File: config.mk
export PLATFORM = sky130hd
export DESIGN_NAME = bb3c_back
export DESIGN_NICKNAME = d
export VERILOG_FILES = /design/src/sv/bb3c_pkg.sv /design/src/sv/bb3c_back.sv
export SDC_FILE = /design/constraint.sdc
export NUM_CORES = 2
export LEC_CHECK = 0
export BUFFER_PORTS_ARGS = -buffer_cell sky130_fd_sc_hd__buf_2
export CORE_UTILIZATION = 44
export CTS_CLUSTER_SIZE = 30
export DETAILED_ROUTE_END_ITERATION = 8
export SYNTH_ARGS = -nofsm -noshare
export SYNTH_HDL_FRONTEND = slang
export SYNTH_SLANG_ARGS = --single-unit
File: constraint.sdc
create_clock -name aclk -period 36 [get_ports aclk]
set_input_delay 10.8 -clock aclk [delete_from_list [all_inputs] [get_ports aclk]]
set_output_delay 10.8 -clock aclk [all_outputs]
set_load 0.01 [all_outputs]
File: src/sv/bb3c_pkg.sv
// shared types, constants and a reciprocal helper function for the 3x3 clipped box blur
`default_nettype none
package bb3c_pkg;

    // widest row the line stores hold
    localparam int MAX_WIDTH_DEF = 4096;

    // configuration register indexes
    localparam int CFG_IDX_W = 2;
    localparam logic [CFG_IDX_W-1:0] REG_IMAGE_WIDTH  = 2'd0;
    localparam logic [CFG_IDX_W-1:0] REG_IMAGE_HEIGHT = 2'd1;
    localparam int CFG_DATA_W = 16;
    localparam int IMG_W_W = 13;
    localparam int IMG_H_W = 16;
    localparam logic [IMG_W_W-1:0] IMAGE_WIDTH_RST  = 13'd640;
    localparam logic [IMG_H_W-1:0] IMAGE_HEIGHT_RST = 16'd480;

    // job queue between front and back
    localparam int QUEUE_DEPTH = 4;
    localparam int QUEUE_AW = 2;

    // reciprocal scaling for the rounded divide
    localparam int RECIP_SHIFT = 20;
    localparam int RECIP_W = 20;
    localparam int NUM_W = 13;
    localparam int PROD_W = NUM_W + RECIP_W;

    typedef struct packed {
        logic [7:0] in_red;
        logic [7:0] in_green;
        logic [7:0] in_blue;
    } pix_in_t;

    typedef struct packed {
        logic [7:0] out_red;
        logic [7:0] out_green;
        logic [7:0] out_blue;
        logic       last_in_run;
        logic       end_of_image;
    } pix_out_t;

    typedef struct packed {
        logic [7:0] red;
        logic [7:0] green;
        logic [7:0] blue;
    } rgb_t;

    // one output to compute: the 3x3 window plus which rows and columns count
    typedef struct packed {
        rgb_t [8:0] win;
        logic [2:0] rmask;
        logic [2:0] cmask;
        logic       last;
        logic       eoi;
    } job_t;

    // queue status seen by the front
    typedef struct packed {
        logic full;
        logic empty;
    } q_status_t;

    typedef enum logic [1:0] {
        FR_IDLE,
        FR_READ,
        FR_EMIT
    } fr_state_t;

    // ceil(2^20 / (2n)) for n = 1..9
    function automatic logic [RECIP_W-1:0] recip(input logic [3:0] n);
        logic [RECIP_W-1:0] m;
        unique case (n)
            4'd1: m = 20'd524288;
            4'd2: m = 20'd262144;
            4'd3: m = 20'd174763;
            4'd4: m = 20'd131072;
            4'd5: m = 20'd104858;
            4'd6: m = 20'd87382;
            4'd7: m = 20'd74899;
            4'd8: m = 20'd65536;
            4'd9: m = 20'd58255;
            default: m = 20'd524288;
        endcase
        return m;
    endfunction

endpackage
`default_nettype wire

File: src/sv/bb3c_back.sv
// back: sums the clipped window and divides by the neighbor count
`default_nettype none
module bb3c_back (
    input  wire logic                  aclk,
    input  wire logic                  aresetn,
    input  wire bb3c_pkg::job_t        q_data,
    input  wire bb3c_pkg::q_status_t   q_status,
    output logic                       q_pop,
    output logic                       m_valid,
    input  wire logic                  m_ready,
    output bb3c_pkg::pix_out_t         m_data
);
    logic                                      adv;
    logic                                      s1_valid_reg, s2_valid_reg, out_valid_reg;
    logic [2:0][bb3c_pkg::NUM_W-1:0]           s1_num_reg;
    logic [bb3c_pkg::RECIP_W-1:0]              s1_m_reg;
    logic                                      s1_last_reg, s1_eoi_reg;
    logic [2:0][bb3c_pkg::PROD_W-1:0]          s2_prod_reg;
    logic                                      s2_last_reg, s2_eoi_reg;
    bb3c_pkg::pix_out_t                        out_reg;

    logic [11:0]                               sum_r, sum_g, sum_b;
    logic [1:0]                                nr, nc;
    logic [3:0]                                n;

    // whole pipeline moves when the output slot is free
    assign adv   = !out_valid_reg || m_ready;
    assign q_pop = adv && !q_status.empty;

    // masked window sums and neighbor count
    always_comb begin
        sum_r = '0;
        sum_g = '0;
        sum_b = '0;
        for (int k = 0; k < 9; k++) begin
            if (q_data.rmask[k/3] && q_data.cmask[k%3]) begin
                sum_r = sum_r + 12'(q_data.win[k].red);
                sum_g = sum_g + 12'(q_data.win[k].green);
                sum_b = sum_b + 12'(q_data.win[k].blue);
            end
        end
        nr = 2'($countones(q_data.rmask));
        nc = 2'($countones(q_data.cmask));
        n  = 4'(nr * nc);
    end

    // valid bits
    always_ff @(posedge aclk) begin
        if (!aresetn) begin
            s1_valid_reg  <= 1'b0;
            s2_valid_reg  <= 1'b0;
            out_valid_reg <= 1'b0;
        end else if (adv) begin
            s1_valid_reg  <= !q_status.empty;
            s2_valid_reg  <= s1_valid_reg;
            out_valid_reg <= s2_valid_reg;
        end
    end

    // numerator 2*sum + n, reciprocal of 2n, product, final shift
    always_ff @(posedge aclk) begin
        if (adv) begin
            s1_num_reg[0] <= {sum_r, 1'b0} + bb3c_pkg::NUM_W'(n);
            s1_num_reg[1] <= {sum_g, 1'b0} + bb3c_pkg::NUM_W'(n);
            s1_num_reg[2] <= {sum_b, 1'b0} + bb3c_pkg::NUM_W'(n);
            s1_m_reg      <= bb3c_pkg::recip(n);
            s1_last_reg   <= q_data.last;
            s1_eoi_reg    <= q_data.eoi;
            for (int i = 0; i < 3; i++) begin
                s2_prod_reg[i] <= bb3c_pkg::PROD_W'(s1_num_reg[i])
                                  * bb3c_pkg::PROD_W'(s1_m_reg);
            end
            s2_last_reg <= s1_last_reg;
            s2_eoi_reg  <= s1_eoi_reg;
            out_reg.out_red      <= s2_prod_reg[0][bb3c_pkg::RECIP_SHIFT +: 8];
            out_reg.out_green    <= s2_prod_reg[1][bb3c_pkg::RECIP_SHIFT +: 8];
            out_reg.out_blue     <= s2_prod_reg[2][bb3c_pkg::RECIP_SHIFT +: 8];
            out_reg.last_in_run  <= s2_last_reg;
            out_reg.end_of_image <= s2_eoi_reg;
        end
    end

    assign m_valid = out_valid_reg;
    assign m_data  = out_reg;
endmodule
`default_nettype wire

==> flow_summary.json <==
{
  "largest_register_ff_count": 37,
  "ys_ff_latch": 111,
  "cts_tree": "yes",
  "syn_area_um2": 36800,
  "drc": 0,
  "required_ns": 25.20,
  "synth_cell_types": 98,
  "layoutNonFillerInstCount": 5513,
  "cts_hold_buf": 0,
  "synth_top_area_cell": "fa_1",
  "fp.dieArea_um2": 84800,
  "vias_per_cell": 5.40,
  "power_density_nw_per_um2": 54.0,
  "yosys_warnings": 0,
  "hpwl_um": 85200,
  "drt_wl_total_um": 106000,
  "grt_use_total_pct": 25.5,
  "switching_share_pct": 53.9,
  "period_needed_ns": 22.32,
  "path_clk_slew_ns": 0.09,
  "utilization_pct": 47.8,
  "dpl.cell_count": 5493,
  "grt_first_pass_wirelength_um": 168000,
  "synth_edf_count": 108,
  "die_h_um": 291,
  "grt_pass1_vias": 30500,
  "status": "completed",
  "die-width_um": 291,
  "critical_path_class": "primary input to output port",
  "setup_viol": 0,
  "dpl_cell_area_um2": 39100,
  "io-pin-count": 257,
  "synth_seq_area_share_pct": 8.97,
  "rows": 105,
  "clk_path_buf_depth": 2,
  "ant_nets": 0,
  "cts_sinks": 111,
  "switchingPower_mw": 1.15,
  "setup.worst_path.end_class": "output port",
  "cts_buffers": 9,
  "postSynthNetCount": 5494,
  "ir_drop_v": 0.0000373,
  "fp.coreArea_um2": 82400,
  "postSynthCellCount": 4302,
  "nets": 5626,
  "cts_resized": 0,
  "root_buffer": "clkbuf_16",
  "stdcell_area_um2": 39400,
  "drtIter0Drc": 1615,
  "area_growth_pct": 6.99,
  "power.leakage_nw": 18.7,
  "finalCritPeriodShare_pct": 62.0,
  "ys_top_cells_by_area": "fa_1, ha_1, edfxtp_1",
  "hold_path_class": "flip-flop to flip-flop",
  "synth_ff_type": "edfxtp_1",
  "clkPwrFrac_pct": 5.1,
  "start_util_pct": 44.7,
  "tightestPinTransition_ns": 1.08,
  "intPower_mw": 0.982,
  "relSlewSlack_pct": 27.3,
  "drive_above_1_share_pct": 8.54,
  "port_buffers": 255,
  "antenna_found_initial": 5,
  "gp_congestion": 0.935,
  "seq_power_share_pct": 16.5,
  "hold_viol": 0,
  "fin_setup_tns_ns": 0,
  "grt_overflow": 0,
  "comb_power_share_pct": 78.4,
  "syn_area_per_cell_um2": 8.56,
  "clk_latency_ns": 0.40,
  "start_kind": "primary input",
  "fin_worst_skew_ns": 0.0113,
  "async_flop_share_pct": 0,
  "cts_setup_buffers": 0,
  "arrival_ns": 11.52,
  "h-tree-depth": 3,
  "clock.fmax_mhz": 44.8,
  "critPathMaxFanout": 5,
  "rsz0062_at_grt": "no",
  "grt_max_degree": 69,
  "wl_per_cell_um": 19.1,
  "firstDrtPassIters": 5,
  "cap_violations": 0,
  "vias": 29800,
  "drv_slew": 0,
  "synth_top_area_share_pct": 32.4
}
==> synth_stat cells, drive strengths merged, types with 14 or more instances <==
master,n
nand3,38
fa,596
mux2,24
a21oi,160
xnor2,142
a31oi,28
xor2,64
nor3,45
o31a,21
nand2,580
and3,34
edfxtp,108
o21a,51
and2,248
a21o,61
nand2b,43
nand4,17
o21bai,17
o211ai,14
clkbuf,161
o31ai,18
o21ai,172
ha,367
nor2,232
nor2b,51
mux2i,19
a21boi,15
inv,734
a211oi,34
==> power groups by stage <==
stage                     clock [mW]  combinational (mW)  sequential (mW)
after floorplan                    0                1.30            0.256
after global placement             0                1.65            0.349
after detailed placement           0                1.68            0.350
after CTS                      0.113                1.70            0.348
after global routing           0.118                1.94            0.356
final                          0.109                1.67            0.350
==> final timing paths <==
path / from / endpoint / slack, ns / depth (start not counted)
setup reg to reg: s1_m_reg[15] / s2_prod_reg[27] / 28.68 / 23
hold / removal: s2_last_reg / m_data[1] / 0.41 / 0
hold reg to reg: s2_last_reg / m_data[1] / 0.41 / 0
setup / recovery: m_ready / q_pop / 13.68 / 4
==> per-layer routing <==
metal | GRT usage [%] | up-vias | routed length [um]
li1 | - | 14200 | -
met1 | 32.2 | 14800 | 44300
met2 | 45.1 | 743 | 52500
met3 | 2.84 | 125 | 5210
met4 | 8.44 | 2 | 3520
met5 | 0 | - | 13
==> critical path, stage by stage <==
cell and delay [ns]:
buf_2 0.09, nor2b_1 0.37, nor2_1 0.10, buf_2 0.16
==> placed cells by master (no fill, tap or decap), types with 20 or more instances in the layout <==
cell,n
nand2b_1,43
edfxtp_1,108
nor2b_1,51
a211oi_1,34
nand2_1,580
buf_2,255
xnor2_1,136
and3_1,34
buf_4,39
ha_1,367
nor3_1,44
a21o_1,61
fa_1,596
o21a_1,51
xor2_1,64
and2_1,248
inv_1,733
o21ai_0,160
o31a_1,20
a31oi_1,27
mux2_2,24
nand3_1,38
nor2_1,231
a21oi_1,159
==> area by class of cell <==
type	count	area, um2
sequential	111	3300
multi-input combinational	3284	30100
inverter	734	2760
clock buffer	9	225
clock inverter	7	86.3
fill	8105	43000
tap	1070	1340
antenna	4	10.0
timing repair buffer	294	1570
==> per-stage QoR <==
stage          hold WS [ns]  power (mW)  setup slack, ns
6_report              0.413        2.13            13.68
5_1_grt               0.433        2.41            12.64
4_1_cts               0.421        2.16            13.67
3_5_place_dp          0.406        2.03            13.27
3_3_place_gp          0.401        2.00            13.34
2_1_floorplan         0.400        1.55            14.03
==> cells by family after synthesis <==
logic type / synth area share [%]
AO/OA/AOI/OAI: 13.0
XOR/XNOR: 5.12
adder cells (fa/ha/maj): 45.0
buffers and inverters: 9.28
flip-flops: 8.97
multiplexers: 1.25
AND/OR/NAND/NOR: 17.4
Power figures use the tool's default switching activity.
