$ cat config.mk
export PLATFORM = sky130hd
export DESIGN_NAME = bb3c_queue
export DESIGN_NICKNAME = d
export VERILOG_FILES = /design/src/sv/bb3c_pkg.sv /design/src/sv/bb3c_queue.sv
export SDC_FILE = /design/constraint.sdc
export NUM_CORES = 1
export LEC_CHECK = 0
export BUFFER_PORTS_ARGS = -buffer_cell sky130_fd_sc_hd__buf_2
export CORE_ASPECT_RATIO = 2
export CORE_MARGIN = 1
export CORE_UTILIZATION = 29
export CTS_CLUSTER_SIZE = 25
export DETAILED_ROUTE_END_ITERATION = 10
export GPL_TIMING_DRIVEN = 0
export SETUP_SLACK_MARGIN = 0.5
export SLEW_MARGIN = 20
export SYNTH_ARGS = -nofsm -noshare
export SYNTH_HDL_FRONTEND = slang
export SYNTH_SLANG_ARGS = --single-unit
$ cat constraint.sdc
create_clock -name aclk -period 14.7 [get_ports aclk]
set_input_delay 1.47 -clock aclk [delete_from_list [all_inputs] [get_ports aclk]]
set_output_delay 1.47 -clock aclk [all_outputs]
set_load 0.03 [all_outputs]
$ cat src/sv/bb3c_pkg.sv
// shared types, constants and a reciprocal helper function for the 3x3 clipped box blur
`default_nettype none
package bb3c_pkg;

    // widest row the line stores hold
    localparam int MAX_WIDTH_DEF = 4096;

    // configuration register indexes
    localparam int CFG_IDX_W = 2;
    localparam logic [CFG_IDX_W-1:0] REG_IMAGE_WIDTH  = 2'd0;
    localparam logic [CFG_IDX_W-1:0] REG_IMAGE_HEIGHT = 2'd1;
    localparam int CFG_DATA_W = 16;
    localparam int IMG_W_W = 13;
    localparam int IMG_H_W = 16;
    localparam logic [IMG_W_W-1:0] IMAGE_WIDTH_RST  = 13'd640;
    localparam logic [IMG_H_W-1:0] IMAGE_HEIGHT_RST = 16'd480;

    // job queue between front and back
    localparam int QUEUE_DEPTH = 4;
    localparam int QUEUE_AW = 2;

    // reciprocal scaling for the rounded divide
    localparam int RECIP_SHIFT = 20;
    localparam int RECIP_W = 20;
    localparam int NUM_W = 13;
    localparam int PROD_W = NUM_W + RECIP_W;

    typedef struct packed {
        logic [7:0] in_red;
        logic [7:0] in_green;
        logic [7:0] in_blue;
    } pix_in_t;

    typedef struct packed {
        logic [7:0] out_red;
        logic [7:0] out_green;
        logic [7:0] out_blue;
        logic       last_in_run;
        logic       end_of_image;
    } pix_out_t;

    typedef struct packed {
        logic [7:0] red;
        logic [7:0] green;
        logic [7:0] blue;
    } rgb_t;

    // one output to compute: the 3x3 window plus which rows and columns count
    typedef struct packed {
        rgb_t [8:0] win;
        logic [2:0] rmask;
        logic [2:0] cmask;
        logic       last;
        logic       eoi;
    } job_t;

    // queue status seen by the front
    typedef struct packed {
        logic full;
        logic empty;
    } q_status_t;

    typedef enum logic [1:0] {
        FR_IDLE,
        FR_READ,
        FR_EMIT
    } fr_state_t;

    // ceil(2^20 / (2n)) for n = 1..9
    function automatic logic [RECIP_W-1:0] recip(input logic [3:0] n);
        logic [RECIP_W-1:0] m;
        unique case (n)
            4'd1: m = 20'd524288;
            4'd2: m = 20'd262144;
            4'd3: m = 20'd174763;
            4'd4: m = 20'd131072;
            4'd5: m = 20'd104858;
            4'd6: m = 20'd87382;
            4'd7: m = 20'd74899;
            4'd8: m = 20'd65536;
            4'd9: m = 20'd58255;
            default: m = 20'd524288;
        endcase
        return m;
    endfunction

endpackage
`default_nettype wire

$ cat src/sv/bb3c_queue.sv
// short job queue between the pixel front and the averaging back
`default_nettype none
module bb3c_queue (
    input  wire logic              aclk,
    input  wire logic              aresetn,
    input  wire logic              push,
    input  wire bb3c_pkg::job_t    push_data,
    input  wire logic              pop,
    output bb3c_pkg::job_t         pop_data,
    output bb3c_pkg::q_status_t    status
);
    bb3c_pkg::job_t                    q_mem [bb3c_pkg::QUEUE_DEPTH];
    logic [bb3c_pkg::QUEUE_AW-1:0]     wr_ptr_reg, wr_ptr_next;
    logic [bb3c_pkg::QUEUE_AW-1:0]     rd_ptr_reg, rd_ptr_next;
    logic [bb3c_pkg::QUEUE_AW:0]       count_reg, count_next;

    // storage
    always_ff @(posedge aclk) begin
        if (push) begin
            q_mem[wr_ptr_reg] <= push_data;
        end
    end

    // pointers and fill
    always_comb begin
        wr_ptr_next = push ? wr_ptr_reg + 1'b1 : wr_ptr_reg;
        rd_ptr_next = pop  ? rd_ptr_reg + 1'b1 : rd_ptr_reg;
        count_next  = count_reg;
        if (push && !pop) begin
            count_next = count_reg + 1'b1;
        end else if (pop && !push) begin
            count_next = count_reg - 1'b1;
        end
    end

    always_ff @(posedge aclk) begin
        if (!aresetn) begin
            wr_ptr_reg <= '0;
            rd_ptr_reg <= '0;
            count_reg  <= '0;
        end else begin
            wr_ptr_reg <= wr_ptr_next;
            rd_ptr_reg <= rd_ptr_next;
            count_reg  <= count_next;
        end
    end

    assign pop_data     = q_mem[rd_ptr_reg];
    assign status.full  = (count_reg == (bb3c_pkg::QUEUE_AW+1)'(bb3c_pkg::QUEUE_DEPTH));
    assign status.empty = (count_reg == '0);
endmodule
`default_nettype wire

==> flow_summary.ini, run 1 <==
[placed_design]
port_buffers = 453
hpwl_um = 47300
gp_congestion = 0.703

[pwr]
p_leak_nw = 13.2
peakVddDrop_mv = 0.138
power_density_nw_per_um2 = 144

[timing]
setup_viol = 0
fin_crit_sh_pct = 29.5
whs_ns = 0.539
finalHoldViolations = 0
skew_ns = 0.0203
period_needed_ns = 4.34
rsz0062_at_grt = no
slew_headroom_pct = 33.0
setup-tns-final_ns = 0
fmax_mhz = 230
drv_slew = 0
worst_slew_pin_slew_ns = 1.01

[critical_path]
path_class = reg2out
reg2reg_to = q_mem[0][198]$_DFFE_PP_
endpoint_kind = output port
r2r_slack_ns = 12.66
cp.required_ns = 13.23
crit_path_end = pop_data[101]
r2r-start = wr_ptr_reg[0]$_SDFFE_PN0P_
cp_max_fo = 10
worst_setup_path_start_kind = flop
worstRegToRegCells = 5
cp.arrival_ns = 2.87

[clocking]
hold_buffers = 0
clk_pin_slew_ns = 0.07
root_buffer = clkbuf_16
htreeDepth = 3
cts_sinks = 905
cts_setup_buffers = 0
clk_path_buf_depth = 3
cts_resized = 0
tritoncts = yes
clk_latency_ns = 0.64
cts_inserted_buffers = 80

[die]
core_area_um2 = 112000
boundaryPins = 454
fp.dieArea_um2 = 114000
die_x_um = 240
start_util_pct = 29.2
die_h_um = 477
num_rows = 174

[run]
max_cap_viol_count = 0

[grt]
grt_max_degree = 47
grt.overflow.total = 0
grt_pass1_wl_um = 104000
grt_antenna_before_repair = 23
grt_pass1_vias = 16414
grt_util_all_layers_pct = 12.4

[logic_synthesis]
synth_cell_type_count = 20
yosysWarnings = 0
syn_inst = 1213
avgSynthCellArea_um2 = 27.0
synth-seq-cells = 905
syn-num-nets = 1447
ys_seq_area_share_pct = 82.7
synthTopCellsByArea = edfxtp_1, mux4_2, buf_6
synth_top_area_share_pct = 82.1
synth_area_leader_cell = edfxtp_1
synth_area_um2 = 32800

[drt]
drtIter0Drc = 606
ant_nets = 0
dr.pass1.iters = 4
routed-wl-met3_um = 6460
via_per_inst = 4.42
wl_met2_um = 36500
num_vias = 14711
drt-total-wl_um = 71300
wl_per_cell_um = 21.4
drc = 0
top_layer = met5
wl_met1_um = 26500

[layout]
final_common_cell = edfxtp_1
nets = 2002
largest_register_ffs = 896
final_cell_mix = edfxtp_1, buf_2, mux4_2
drive_gt1_share_pct = 47.2
syn2layout_area_growth_pct = 22.2

[worst_hold_path]
hold_path_depth = 2
hp-class = reg2reg

[run_status]
outcome = complete, no violations
[how the worst min path moves through the flow]
stage	slack, ns	start	end
after floorplan	0.47	count_reg[2]$_SDFFE_PN0P_	count_reg[2]$_SDFFE_PN0P_
after global placement	0.52	count_reg[2]$_SDFFE_PN0P_	count_reg[2]$_SDFFE_PN0P_
after detailed placement	0.53	count_reg[2]$_SDFFE_PN0P_	count_reg[2]$_SDFFE_PN0P_
after CTS	0.55	count_reg[2]$_SDFFE_PN0P_	count_reg[2]$_SDFFE_PN0P_
after global routing	0.63	count_reg[1]$_SDFFE_PN0P_	count_reg[1]$_SDFFE_PN0P_
final	0.54	count_reg[2]$_SDFFE_PN0P_	count_reg[2]$_SDFFE_PN0P_
[synthesized netlist by cell type, drive strengths merged]
cell	instances
edfxtp	896
mux4	224
buf	43
and2	9
dfxtp	9
clkbuf	7
ha	5
inv	4
xor2	3
mux2i	2
nor2b	2
xnor2	2
a21boi	1
fa	1
nand2	1
nor3	1
nor3b	1
o21ai	1
or3	1
[per-stage QoR]
step	power, mW	cell area (um2)	instances	setup WS (ns)	utilization [%]
after floorplan	3.54	32800	1213	7.55	-
after global placement	3.80	36900	3162	3.15	32.9
after detailed placement	3.79	37500	3182	10.78	33.4
after CTS	5.86	40000	3327	10.02	35.7
after global routing	5.98	40000	3332	10.03	35.7
final	5.77	40000	3332	10.36	35.7
[kinds of logic (layout without fill, tap and decap cells)]
kind of cell             Yosys count  count (layout)  share of synthesized area [%]
multiplexers                     226             226                           15.5
adder cells (fa/ha/maj)            6               6                          0.252
buffers and inverters             54             672                           1.15
AO/OA/AOI/OAI                      2               2                         0.0382
flip-flops                       905             905                           82.7
AND/OR/NAND/NOR                   15              15                          0.279
other                              0               5                              0
XOR/XNOR                           5               5                          0.134
[critical path, stage by stage, from the launching register on]
cell      delay, ns
dfxtp_1        0.30
buf_2          0.34
clkbuf_2       0.51
buf_2          0.45
mux4_2         0.38
buf_2          0.21
[cell type report]
class	instances	area [um2]
buffer	50	362
tap	1496	1870
clock inverter	46	372
sequential	905	27100
clock buffer	99	2180
inverter	4	15.0
timing repair buffer	473	2820
fill	10260	72100
antenna	5	12.5
multi-input combinational	254	5310
[power by group]
group          switching, mW  total [mW]  internal, mW
clock                  0.914        2.05          1.13
combinational          0.467       0.728         0.261
sequential            0.0252        2.99          2.96
total                   1.41        5.77          4.36
[metal layers]
metal,up-vias,track usage [%]
met4,26,4.84
met3,116,4.48
met5,-,0
li1,6389,-
met2,480,21.5
met1,7700,13.7
Power figures use the tool's default switching activity.
==> inputs of run 2 (changes only) <==
==> constraint.sdc (replaced) <==
create_clock -name aclk -period 4.4 [get_ports aclk]
set_input_delay 0.44 -clock aclk [delete_from_list [all_inputs] [get_ports aclk]]
set_output_delay 0.44 -clock aclk [all_outputs]
set_load 0.03 [all_outputs]
==> run 2 against run 1 <==
  * Global-route usage up 0.30 points
  * Combinational power rose to 3.6 times the previous value
  * Flip-flop and latch count unchanged
==> flow_summary.ini, run 2 (synthesis gave the netlist of run 1 again) <==
[run_status]
outcome = complete, no violations

[clocking]
htreeDepth = 3
cts_sinks = 905
tritoncts = yes
clk_pin_slew_ns = 0.06
clk_path_buf_depth = 3
cts_resized = 0
cts_inserted_buffers = 80
clk_latency_ns = 0.64
root_buffer = clkbuf_16

[timing]
slew_headroom_pct = 44.7
skew_ns = 0.00996
worst_slew_pin_slew_ns = 0.830
fmax_mhz = 291
rsz0062_at_grt = no
drv_slew = 0
period_needed_ns = 3.44
fin_ws_ns = 0.963
setup_viol = 0
fin_crit_sh_pct = 78.1
finalHoldViolations = 0
setup-tns-final_ns = 0

[critical_path]
cp.required_ns = 3.96
cp_common_cell = buf_2
cp.arrival_ns = 3.00
critPathMaxStageDelay_ns = 0.54
cp_max_fo = 10
path_class = reg2out
endpoint_kind = output port
crit_chain = buf_2 -> clkbuf_2 -> buf_2 -> mux4_2 -> buf_2
worst_setup_path_start_kind = flop
cp_slowest_cell = clkbuf_2

[drt]
ant_nets = 0
num_vias = 15466
dr.pass1.iters = 4
drtIter0Drc = 640
via_per_inst = 4.35
drc = 0
drt-total-wl_um = 72300
wl_per_cell_um = 20.3

[die]
boundaryPins = 454
num_rows = 174
die_x_um = 240
die_h_um = 477
core_area_um2 = 112000
start_util_pct = 29.2
fp.dieArea_um2 = 114000

[layout]
multi_input_area_um2 = 5310
largest_register_ffs = 896
n_fill_cell = 10099
fin_util_pct = 37.7
nets = 2228
final_common_cell = edfxtp_1
syn2layout_area_growth_pct = 29.0
final_cell_mix = edfxtp_1, buf_2, mux4_2, dlygate4sd3_1, clkbuf_16
ff_latch_area_um2 = 27100
drive_gt1_share_pct = 41.8

[pwr]
p_comb_share_pct = 13.4
p_leak_nw = 14.1
p_clk_share_pct = 35.5
p_int_mw = 14.9
pwr-share-seq_pct = 51.1
peakVddDrop_mv = 0.418
power_density_nw_per_um2 = 463
power.switching_mw = 4.68
p_sw_share_pct = 23.9

[placed_design]
gp_congestion = 0.706
place_ws_ns = 1.48
hpwl_um = 48600
port_buffers = 453

[run]
max_cap_viol_count = 0

[grt]
grt.overflow.total = 0
grt_max_degree = 46
grt_util_all_layers_pct = 12.7
grt_antenna_before_repair = 9
grt_pass1_vias = 17784
grt_pass1_wl_um = 107000

[worst_hold_path]
hp-class = in2reg
## run 2: cell types whose count changed in the layout (fill, tap and decap cells not counted), sizes merged, moves of 2 or more
cell,before,now
bufinv,4,9
inv,13,8
clkinvlp,2,5
buf,516,518
clkbuf,106,101
clkinv,31,29
dlygate4sd3,0,224
## run 2: final timing paths
check	startpoint	to	slack, ns	cells after the start
setup / recovery	flop	pop_data[62]	0.96	5
hold / removal	aresetn	count_reg[0]$_SDFFE_PN0P_	0.12	2
setup reg to reg	wr_ptr_reg[1]$_SDFFE_PN0P_	q_mem[1][130]$_DFFE_PP_	1.96	6
hold reg to reg	count_reg[2]$_SDFFE_PN0P_	count_reg[2]$_SDFFE_PN0P_	0.56	2
## run 2: stage by stage
stage | instances | hold WS (ns) | instance area [um2] | total power [mW]
3_5_place_dp | 3184 | 0.540 | 37400 | 12.7
4_1_cts | 3549 | 0.0403 | 42300 | 19.9
2_1_floorplan | 1213 | 0.472 | 32800 | 11.8
3_3_place_gp | 3162 | 0.513 | 36900 | 12.6
6_report | 3553 | 0.122 | 42300 | 19.6
5_1_grt | 3551 | 0.0864 | 42300 | 20.3
## run 2: power by group through the flow
stage	Combinational (mW)	Sequential (mW)	Clock (mW)
6_report	2.61	9.99	6.95
2_1_floorplan	1.58	10.2	0
3_3_place_gp	2.40	10.2	0
4_1_cts	2.67	9.99	7.22
5_1_grt	2.79	10.0	7.45
3_5_place_dp	2.50	10.2	0
## run 2: critical path, delay by kind of cell (launching register included)
| family | cells | cell delay, ns |
|---|---|---|
| multiplexers | 1 | 0.49 |
| buffers and inverters | 4 | 1.56 |
| flip-flops | 1 | 0.30 |
## run 2: layer usage
| metal | GRT usage, % | part of all wire (%) | vias up |
|---|---|---|---|
| li1 | - | - | 6834 |
| met3 | 3.88 | 7.6 | 116 |
| met1 | 13.7 | 38 | 8019 |
| met5 | 0 | 0.046 | - |
| met2 | 22.7 | 52 | 491 |
| met4 | 5.19 | 2.8 | 6 |
## run 2: final cells by class
type | count | share of cell area, %
antenna | 4 | 0.0237
tap | 1496 | 4.43
inverter | 4 | 0.0355
sequential | 905 | 64.1
timing repair buffer | 699 | 11.9
clock buffer | 94 | 5.01
clock inverter | 47 | 1.11
multi-input combinational | 254 | 12.6
buffer | 50 | 0.855
## run 2: timing repair
item | in CTS | in global routing
setup buffers | 0 | 0
hold endpoints to repair | 896 | 0
hold buffers | 224 | 0
